===== config.mk =====
export PLATFORM = sky130hd
export DESIGN_NAME = decimal_digit_shift_rotate_register_flat
export DESIGN_NICKNAME = d
export VERILOG_FILES = /design/src/rtl/ddsr_pkg.sv /design/src/rtl/ddsr_if.sv /design/src/rtl/ddsr_mod.sv /design/src/rtl/decimal_digit_shift_rotate_register.sv /design/src/flat_wrapper.sv
export SDC_FILE = /design/constraint.sdc
export NUM_CORES = 1
export LEC_CHECK = 0
export BUFFER_PORTS_ARGS = -buffer_cell sky130_fd_sc_hd__buf_2
export CAP_MARGIN = 0
export CORE_ASPECT_RATIO = 0.7
export CORE_MARGIN = 2
export CORE_UTILIZATION = 56
export CTS_BUF_LIST = sky130_fd_sc_hd__clkbuf_16
export DETAILED_ROUTE_END_ITERATION = 8
export PLACE_DENSITY = 0.86
export SLEW_MARGIN = 20
export SYNTH_ARGS = -nofsm -noshare
export SYNTH_HDL_FRONTEND = slang
export SYNTH_SLANG_ARGS = --single-unit
export TNS_END_PERCENT = 50

===== constraint.sdc =====
create_clock -name clk -period 3.42 [get_ports clk]
set_input_delay 0.684 -clock clk [delete_from_list [all_inputs] [get_ports clk]]
set_output_delay 0.684 -clock clk [all_outputs]
set_load 0.02 [all_outputs]

===== src/rtl/ddsr_pkg.sv =====
// Shared types and constants for the decimal digit shift and rotate register.
package ddsr_pkg;

  // Storage geometry.
  localparam int MaxDigits = 16;
  localparam int PosW      = $clog2(MaxDigits);
  localparam int LenW      = $clog2(MaxDigits + 1);

  // Field types.
  typedef logic [3:0]      digit_t;
  typedef logic [PosW-1:0] pos_t;
  typedef logic [LenW-1:0] len_t;
  typedef logic [2:0]      opcode_t;
  typedef logic [7:0]      amount_t;

  // Largest legal decimal digit.
  localparam digit_t DigitTop = 4'd9;

  // Operation codes.
  localparam opcode_t OpLoad   = 3'd0;
  localparam opcode_t OpCompl  = 3'd1;
  localparam opcode_t OpRev    = 3'd2;
  localparam opcode_t OpShr    = 3'd3;
  localparam opcode_t OpRotr   = 3'd4;
  localparam opcode_t OpShl    = 3'd5;
  localparam opcode_t OpRotl   = 3'd6;
  localparam opcode_t OpNone   = 3'd7;

endpackage


===== src/rtl/ddsr_if.sv =====
// Valid/ready channel interfaces for input items and result items.
interface ddsr_in_if;
  logic              valid;
  logic              ready;
  ddsr_pkg::opcode_t opcode;
  ddsr_pkg::pos_t    position;
  ddsr_pkg::digit_t  digit_in;
  ddsr_pkg::amount_t shift_amount;

  modport source (output valid, output opcode, output position, output digit_in,
                  output shift_amount, input ready);
  modport sink (input valid, input opcode, input position, input digit_in,
                input shift_amount, output ready);
endinterface

interface ddsr_out_if;
  logic             valid;
  logic             ready;
  ddsr_pkg::digit_t digit_out;
  ddsr_pkg::pos_t   out_position;
  logic             last;
  logic             status;

  modport source (output valid, output digit_out, output out_position, output last,
                  output status, input ready);
  modport sink (input valid, input digit_out, input out_position, input last,
                input status, output ready);
endinterface


===== src/rtl/ddsr_mod.sv =====
// Bit-serial remainder unit: shift amount modulo the active length, one bit per cycle.
module ddsr_mod (
  input  logic              clk,
  input  logic              rst,
  input  logic              start,
  input  ddsr_pkg::amount_t dividend,
  input  ddsr_pkg::len_t    divisor,
  output logic              done,
  output ddsr_pkg::digit_t  rem
);
  import ddsr_pkg::*;

  localparam int AmtW = $bits(amount_t);
  localparam int CntW = $clog2(AmtW);

  logic                    busy;
  logic [CntW-1:0]         cnt;
  amount_t                 dvd;
  len_t                    dsr;
  logic [4:0]              trial;
  logic [4:0]              diff;

  // Bring down the next dividend bit and try one subtraction.
  assign trial = {rem, dvd[AmtW-1]};
  assign diff  = trial - dsr;

  // Control: step once per dividend bit, then pulse done.
  always_ff @(posedge clk) begin
    if (rst) begin
      busy <= 1'b0;
      done <= 1'b0;
      cnt  <= '0;
    end else begin
      done <= busy && (cnt == CntW'(AmtW - 1));
      if (start) begin
        busy <= 1'b1;
        cnt  <= '0;
      end else if (busy) begin
        cnt <= cnt + 1'b1;
        if (cnt == CntW'(AmtW - 1)) begin
          busy <= 1'b0;
        end
      end
    end
  end

  // Datapath: restoring remainder, the remainder stays below the divisor.
  always_ff @(posedge clk) begin
    if (start) begin
      dvd <= dividend;
      dsr <= divisor;
      rem <= '0;
    end else if (busy) begin
      dvd <= {dvd[AmtW-2:0], 1'b0};
      if (trial >= dsr) begin
        rem <= diff[3:0];
      end else begin
        rem <= trial[3:0];
      end
    end
  end

  // The finished remainder is always smaller than the divisor.
  a_rem_below: assert property (@(posedge clk) disable iff (rst)
    done |-> ({1'b0, rem} < dsr))
    else $error("remainder not below divisor");

endmodule


===== src/rtl/decimal_digit_shift_rotate_register.sv =====
// Decimal digit shift and rotate register: top level with sequencer and digit store.
//
// Usage: input items arrive on in_ch (opcode, position, digit_in, shift_amount) and
// result items leave on out_ch (digit_out, out_position, last, status), both with a
// valid/ready handshake. The user must write the active length through
// cfg_wr_en/cfg_wr_data only while the block is idle; the block does not enforce
// this. A length of 0 acts as 1 and one above 16 acts as 16. A load item gives one
// result item with last set; a digit above 9 is refused with status 1. Opcode 7
// gives no result. Every other operation walks the active digits one per cycle
// through a single read port of the store, reports each new digit with its
// position, and marks the final one with last. A load result is offered in the
// cycle after the load is taken, and loads can follow one per cycle while the
// receiver is ready. Rotates first run the bit-serial remainder unit on the shift
// amount. In the digit walk one digit is read, transformed and sent per cycle.
// Reset clears the store to zeros and sets the length to 16.
// When the receiver stalls, the output register holds its item and the walk pauses;
// a new input item is taken only after the previous one has produced all its results.
module decimal_digit_shift_rotate_register (
  input  logic             clk,
  input  logic             rst,
  input  logic             cfg_wr_en,
  input  logic [4:0]       cfg_wr_data,
  ddsr_in_if.sink          in_ch,
  ddsr_out_if.source       out_ch
);
  import ddsr_pkg::*;

  // Sequencer states.
  localparam logic [1:0] S_IDLE   = 2'd0;
  localparam logic [1:0] S_MOD    = 2'd1;
  localparam logic [1:0] S_RUN    = 2'd2;
  localparam logic [1:0] S_COMMIT = 2'd3;

  logic [1:0] state;
  logic [4:0] len_reg;
  len_t       n_eff;
  len_t       n_cur;
  pos_t       nm1;
  opcode_t    op_cur;
  amount_t    k_cur;
  pos_t       idx;
  pos_t       src;
  digit_t     store [MaxDigits];
  digit_t     shadow [MaxDigits];

  logic       out_valid;
  digit_t     out_digit;
  pos_t       out_pos;
  logic       out_last;
  logic       out_status;
  logic       out_free;
  logic       accept;
  logic       mod_start;
  logic       mod_done;
  digit_t     mod_rem;

  logic       k_lt_n;
  logic [8:0] shl_sum;
  pos_t       rd_addr;
  logic       fill_zero;
  digit_t     rd_digit;
  digit_t     new_digit;
  logic       step;
  logic       run_last;

  // Effective length, clamped to 1..MaxDigits.
  always_comb begin
    if (len_reg == '0) begin
      n_eff = len_t'(1);
    end else if ({1'b0, len_reg} > 6'(MaxDigits)) begin
      n_eff = len_t'(MaxDigits);
    end else begin
      n_eff = len_t'(len_reg);
    end
  end

  assign nm1      = pos_t'(n_cur - 1'b1);
  assign out_free = !out_valid || out_ch.ready;
  assign in_ch.ready = (state == S_IDLE) && out_free;
  assign accept   = in_ch.valid && in_ch.ready;
  assign mod_start = accept && ((in_ch.opcode == OpRotr) || (in_ch.opcode == OpRotl));

  ddsr_mod u_mod (
    .clk      (clk),
    .rst      (rst),
    .start    (mod_start),
    .dividend (in_ch.shift_amount),
    .divisor  (n_eff),
    .done     (mod_done),
    .rem      (mod_rem)
  );

  // Source position and zero fill for the digit produced this cycle.
  assign k_lt_n  = k_cur < {3'b0, n_cur};
  assign shl_sum = {5'b0, idx} + {1'b0, k_cur};
  always_comb begin
    rd_addr   = src;
    fill_zero = 1'b0;
    case (op_cur)
      OpShr: begin
        rd_addr   = idx - k_cur[PosW-1:0];
        fill_zero = !(k_lt_n && ({4'b0, idx} >= k_cur));
      end
      OpShl: begin
        rd_addr   = idx + k_cur[PosW-1:0];
        fill_zero = !(k_lt_n && (shl_sum < {4'b0, n_cur}));
      end
      default: begin
        rd_addr   = src;
        fill_zero = 1'b0;
      end
    endcase
  end

  // One store read per cycle, then complement or zero fill.
  assign rd_digit = store[rd_addr];
  always_comb begin
    if (fill_zero) begin
      new_digit = '0;
    end else if (op_cur == OpCompl) begin
      new_digit = DigitTop - rd_digit;
    end else begin
      new_digit = rd_digit;
    end
  end

  assign step     = (state == S_RUN) && out_free;
  assign run_last = idx == nm1;

  // Configuration register.
  always_ff @(posedge clk) begin
    if (rst) begin
      len_reg <= 5'(MaxDigits);
    end else if (cfg_wr_en) begin
      len_reg <= cfg_wr_data;
    end
  end

  // Sequencer control.
  always_ff @(posedge clk) begin
    if (rst) begin
      state <= S_IDLE;
    end else begin
      case (state)
        S_IDLE: begin
          if (accept && (in_ch.opcode != OpLoad) && (in_ch.opcode != OpNone)) begin
            state <= mod_start ? S_MOD : S_RUN;
          end
        end
        S_MOD: begin
          if (mod_done) begin
            state <= S_RUN;
          end
        end
        S_RUN: begin
          if (step && run_last) begin
            state <= S_COMMIT;
          end
        end
        S_COMMIT: begin
          state <= S_IDLE;
        end
        default: begin
          state <= S_IDLE;
        end
      endcase
    end
  end

  // Operation context and walk counters.
  always_ff @(posedge clk) begin
    if (accept) begin
      op_cur <= in_ch.opcode;
      k_cur  <= in_ch.shift_amount;
      n_cur  <= n_eff;
      idx    <= '0;
      if (in_ch.opcode == OpRev) begin
        src <= pos_t'(n_eff - 1'b1);
      end else begin
        src <= '0;
      end
    end else if ((state == S_MOD) && mod_done) begin
      if (op_cur == OpRotl) begin
        src <= mod_rem;
      end else if (mod_rem == '0) begin
        src <= '0;
      end else begin
        src <= pos_t'(n_cur - {1'b0, mod_rem});
      end
    end else if (step) begin
      idx <= idx + 1'b1;
      if (op_cur == OpRev) begin
        src <= src - 1'b1;
      end else if (src == nm1) begin
        src <= '0;
      end else begin
        src <= src + 1'b1;
      end
    end
  end

  // Digit store: loads write directly, operations copy the shadow back at the end.
  always_ff @(posedge clk) begin
    if (rst) begin
      for (int j = 0; j < MaxDigits; j++) begin
        store[j] <= '0;
      end
    end else if (accept && (in_ch.opcode == OpLoad) && (in_ch.digit_in <= DigitTop)) begin
      store[in_ch.position] <= in_ch.digit_in;
    end else if (state == S_COMMIT) begin
      for (int j = 0; j < MaxDigits; j++) begin
        if (len_t'(j) < n_cur) begin
          store[j] <= shadow[j];
        end
      end
    end
  end

  // Shadow row collects the new digits as they are reported.
  always_ff @(posedge clk) begin
    if (step) begin
      shadow[idx] <= new_digit;
    end
  end

  // Output register.
  always_ff @(posedge clk) begin
    if (rst) begin
      out_valid <= 1'b0;
    end else if (accept && (in_ch.opcode == OpLoad)) begin
      out_valid <= 1'b1;
    end else if (step) begin
      out_valid <= 1'b1;
    end else if (out_ch.ready) begin
      out_valid <= 1'b0;
    end
  end

  always_ff @(posedge clk) begin
    if (accept && (in_ch.opcode == OpLoad)) begin
      out_digit  <= '0;
      out_pos    <= in_ch.position;
      out_last   <= 1'b1;
      out_status <= in_ch.digit_in > DigitTop;
    end else if (step) begin
      out_digit  <= new_digit;
      out_pos    <= idx;
      out_last   <= run_last;
      out_status <= 1'b0;
    end
  end

  assign out_ch.valid        = out_valid;
  assign out_ch.digit_out    = out_digit;
  assign out_ch.out_position = out_pos;
  assign out_ch.last         = out_last;
  assign out_ch.status       = out_status;

  // A refused load is always a single, final result.
  a_status_last: assert property (@(posedge clk) disable iff (rst)
    (out_valid && out_status) |-> out_last)
    else $error("refused load result without last mark");

  // The walk never runs past the active length.
  a_idx_range: assert property (@(posedge clk) disable iff (rst)
    (state == S_RUN) |-> ({1'b0, idx} < n_cur))
    else $error("digit walk beyond active length");

  // Write-back follows directly on the final reported digit.
  a_commit_last: assert property (@(posedge clk) disable iff (rst)
    (state == S_COMMIT) |-> (out_valid && out_last))
    else $error("commit without final result pending");

endmodule

===== src/flat_wrapper.sv =====
// flat-port wrapper written by rule: the top's interface ports become plain ports
module decimal_digit_shift_rotate_register_flat import ddsr_pkg::*;
  (clk, rst, cfg_wr_en, cfg_wr_data, in_ch_valid, in_ch_opcode, in_ch_position, in_ch_digit_in, in_ch_shift_amount, in_ch_ready, out_ch_valid, out_ch_digit_out, out_ch_out_position, out_ch_last, out_ch_status, out_ch_ready);
  ddsr_in_if in_ch_i ();
  ddsr_out_if out_ch_i ();
  input  logic clk;
  input  logic rst;
  input  logic cfg_wr_en;
  input  logic [4:0] cfg_wr_data;
  input wire logic [$bits(in_ch_i.valid)-1:0] in_ch_valid;
  input wire logic [$bits(in_ch_i.opcode)-1:0] in_ch_opcode;
  input wire logic [$bits(in_ch_i.position)-1:0] in_ch_position;
  input wire logic [$bits(in_ch_i.digit_in)-1:0] in_ch_digit_in;
  input wire logic [$bits(in_ch_i.shift_amount)-1:0] in_ch_shift_amount;
  output wire logic [$bits(in_ch_i.ready)-1:0] in_ch_ready;
  output wire logic [$bits(out_ch_i.valid)-1:0] out_ch_valid;
  output wire logic [$bits(out_ch_i.digit_out)-1:0] out_ch_digit_out;
  output wire logic [$bits(out_ch_i.out_position)-1:0] out_ch_out_position;
  output wire logic [$bits(out_ch_i.last)-1:0] out_ch_last;
  output wire logic [$bits(out_ch_i.status)-1:0] out_ch_status;
  input wire logic [$bits(out_ch_i.ready)-1:0] out_ch_ready;
  assign in_ch_i.valid = in_ch_valid;
  assign in_ch_i.opcode = in_ch_opcode;
  assign in_ch_i.position = in_ch_position;
  assign in_ch_i.digit_in = in_ch_digit_in;
  assign in_ch_i.shift_amount = in_ch_shift_amount;
  assign in_ch_ready = in_ch_i.ready;
  assign out_ch_valid = out_ch_i.valid;
  assign out_ch_digit_out = out_ch_i.digit_out;
  assign out_ch_out_position = out_ch_i.out_position;
  assign out_ch_last = out_ch_i.last;
  assign out_ch_status = out_ch_i.status;
  assign out_ch_i.ready = out_ch_ready;
  decimal_digit_shift_rotate_register u_core (.clk(clk), .rst(rst), .cfg_wr_en(cfg_wr_en), .cfg_wr_data(cfg_wr_data), .in_ch(in_ch_i), .out_ch(out_ch_i));
endmodule

==> results.md <==
- Reg2Reg Depth: 16
- Layout cells sized above 1: 22.9%
- Initial drt markers: 1,428
- RR Endpoint: u_core.out_ch.digit_out[3]$_SDFFE_PP0P_
- Syn Nets: 977
- Mapped Area: 10,400 um2
- RePlAce Congestion: 0.949
- Gr usage total: 31.1%
- Peak VDD IR: 577 uV
- TritonCTS Buffers: 17
- Sw Ratio: 39.7%
- Final setup vio count: 67
- Clk_skew: 0.0160 ns
- Mapped Cells: 901
- NumNets Final: 1,065
- H-tree Lvls: 4
- Post-synth ARST share: 0%
- PwrDens: 862 nW/um2
- DIE AREA: 19,700 um2
- P_leak: 4.67 nW
- Clock transition at path regs: 0.08 ns
- Fillers: 1,116
- Hold Vio Cnt, Final: 0
- Final TNS setup: -11.42 ns
- R2R setup slack: -0.29 ns
- Req. time, crit path: 3.81 ns
- Post-synth EDFFs: 166
- Placeable Area: 18,100 um2
- Peak Freq: 270 MHz
- CTS tree: done
- Die Span X: 167 um
- Flop and latch count out of synthesis: 192
- Vias in the first global route: 7,760
- Syn Area/Cell: 11.6 um2
- CP Cell Sequence: nand3b_1 -> o21ai_4 -> inv_2 -> fa_2 -> a21oi_4 -> mux2i_1 -> mux2i_1 -> o21ai_1 -> o22ai_2 -> inv_2 -> ha_4 -> nand2_4 -> xor2_4 -> buf_4 -> buf_4 -> o21ai_1
- Synth warnings: 0
- Cell with the most instances after synthesis: edfxtp_1
- Starting Density: 57.5%
- Area growth, synth to finish: 17.6%
- I/O pins: 41
- Crit Path Max Fanout: 6
- Number of vias per cell: 6.88
- Synth top cells by count: edfxtp_1 (166), nor2_1 (69), nand2_1 (64)
- R2R Path Start: u_core.op_cur[1]$_DFFE_PP_
- IO Port Bufs: 40
- Non-Filler Instances: 1,239
- Final min period: 3.71 ns
- Initial antenna violation count: 3
- Final WL: 31,700 um
- Pwr Total: 10.6 mW
- CP max stage cell: fa_2
- Post-synth top area share: 47.9%
- DRT antenna net count: 0
- Crit path to: u_core.out_ch.digit_out[3]$_SDFFE_PP0P_
- Clock root buffer: clkbuf_16
- Vias: 8,521
- Tightest Pin Transition: 1.31 ns
- Relative slew slack: 12.2%
- Status: finished with violations
- Wire length per cell: 25.5 um
- Synth area leader: edfxtp_1
- Largest net degree at the start of global routing: 55
- Maximum clock path buffer count: 2
- Final core occ: 67.6%
- Synth area leaders: edfxtp_1 (48%), ha_1 (5.2%), dfxtp_1 (5.0%), mux2i_1 (4.0%), a22o_1 (3.4%)
- Crit path largest cell delay: 0.52 ns
- Max Cap Viol: 0
- Gate power share: 47.2%
- GR Overflow Total: 0
- Path type of the worst min-delay path: in -> reg
- Die height: 118 um
- Internal power: 6.37 mW
- Top_reg_cell synth: edfxtp_1
- CP Launch Point: u_core.op_cur[1]$_DFFE_PP_
- Clk pwr share: 20.3%
- Kind of critical path: reg -> reg
- Fin crit share: 108%
- Global-route wire length before repair: 46,100 um
- Pre-antenna DRT Iters: 8
- Clk Latency, worst-skew pair: 0.46 ns
- RSZ-0062 raised after global routing: true
- DRC violations left: 0
- Largest registers: u_core.shadow x64, u_core.store x64
- Failing checks: setup timing
- Final hold slack: 0.411 ns
- Setup crit start kind: flip-flop
- Cell count after placement: 1,191
- Post-DP HPWL: 20,500 um
- Sequential Power Share: 32.4%
- Post-synthesis sequential area ratio: 52.9%
- Clock Sinks: 192
- Crit end category: flip-flop
- Std cell rows: 41
- Synth unique cells: 64
- Sw power: 4.19 mW
- Slew Viols, Final: 0
- WP data arrival: 4.10 ns
- Final setup margin: -0.286 ns
## per-layer routing
| layer | up-vias | global-route usage, % | routed length (um) |
|---|---|---|---|
| met3 | 154 | 8.51 | 4670 |
| met4 | 4 | 10.5 | 1370 |
| li1 | 3530 | - | - |
| met2 | 786 | 45.6 | 13600 |
| met5 | - | 0 | 23 |
| met1 | 4047 | 44.9 | 12000 |
## worst min-delay path by stage
stage / start / to / depth (start not counted)
floorplan: u_core.state[1]$_SDFFE_PP0P_ / u_core.state[1]$_SDFFE_PP0P_ / 2
detailed placement: u_core.out_ch.last$_SDFFE_PP1P_ / u_core.out_ch.last$_SDFFE_PP1P_ / 2
global route: in_ch_shift_amount[0] / u_core.k_cur[0]$_DFFE_PP_ / 1
global placement: u_core.out_ch.last$_SDFFE_PP1P_ / u_core.out_ch.last$_SDFFE_PP1P_ / 2
finish: in_ch_shift_amount[0] / u_core.k_cur[0]$_DFFE_PP_ / 1
CTS: in_ch_shift_amount[0] / u_core.k_cur[0]$_DFFE_PP_ / 1
## power groups by stage
stage	clock network, mW	logic [mW]	registers, mW
2_1_floorplan	0	2.49	3.39
3_3_place_gp	0	3.73	3.43
3_5_place_dp	0	3.85	3.44
4_1_cts	2.11	4.38	3.39
5_1_grt	2.22	5.24	3.44
6_report	2.15	4.99	3.42
## cells in the final DEF (no fill, tap or decap), types with 7 or more instances in the layout
cell,count
nor3_1,19
inv_1,35
buf_2,40
a311oi_1,16
a21oi_1,46
nand2_1,62
nand3b_1,8
ha_1,40
a211oi_1,22
or3_1,19
xor2_1,7
nor2_1,65
a21o_1,8
dfxtp_1,26
o21ai_0,17
edfxtp_1,166
nor2b_1,18
clkbuf_16,17
mux2i_1,37
nand3_1,11
buf_4,67
a22o_1,41
mux2_2,23
nand2b_1,32
xnor2_1,15
## worst max-delay path: cells and delay by family, from the launching register on
family / cells / cell delay [ns]
AND/OR/NAND/NOR: 2 / 0.38
flip-flops: 1 / 0.40
AO/OA/AOI/OAI: 5 / 1.00
adder cells (fa/ha/maj): 2 / 0.67
multiplexers: 2 / 0.51
buffers and inverters: 4 / 0.44
XOR/XNOR: 1 / 0.21
## metrics by stage
stage / setup WS, ns / instance area, um2
6_report: -0.286 / 12200
4_1_cts: -0.0928 / 12000
2_1_floorplan: 0.00353 / 10400
3_3_place_gp: -0.183 / 11200
5_1_grt: -0.343 / 12200
3_5_place_dp: -0.406 / 11200
## area by class of cell
| class | count | area (um2) | share of cell area (%) |
|---|---|---|---|
| Clock inverter | 15 | 215 | 1.76 |
| Antenna cell | 1 | 2.50 | 0.0204 |
| Multi-Input combinational cell | 617 | 4790 | 39.1 |
| Tap cell | 236 | 295 | 2.41 |
| Sequential cell | 192 | 5510 | 45.0 |
| Inverter | 45 | 169 | 1.38 |
| Timing Repair Buffer | 116 | 843 | 6.89 |
| Clock buffer | 17 | 425 | 3.47 |
## repair_timing
item	4_1_cts	5_1_grt
gates resized for setup	20	35
pin swaps	11	16
buffers inserted	7	9
setup endpoints to repair	68	68
hold buffers	0	0
cloned	1	0
## cell families after synthesis
family / synth area share [%]
AO/OA/AOI/OAI: 13.6
XOR/XNOR: 2.96
adder cells (fa/ha/maj): 5.94
buffers and inverters: 3.56
flip-flops: 52.9
multiplexers: 7.89
AND/OR/NAND/NOR: 13.2
No activity file was read; power rests on OpenSTA's default activity.
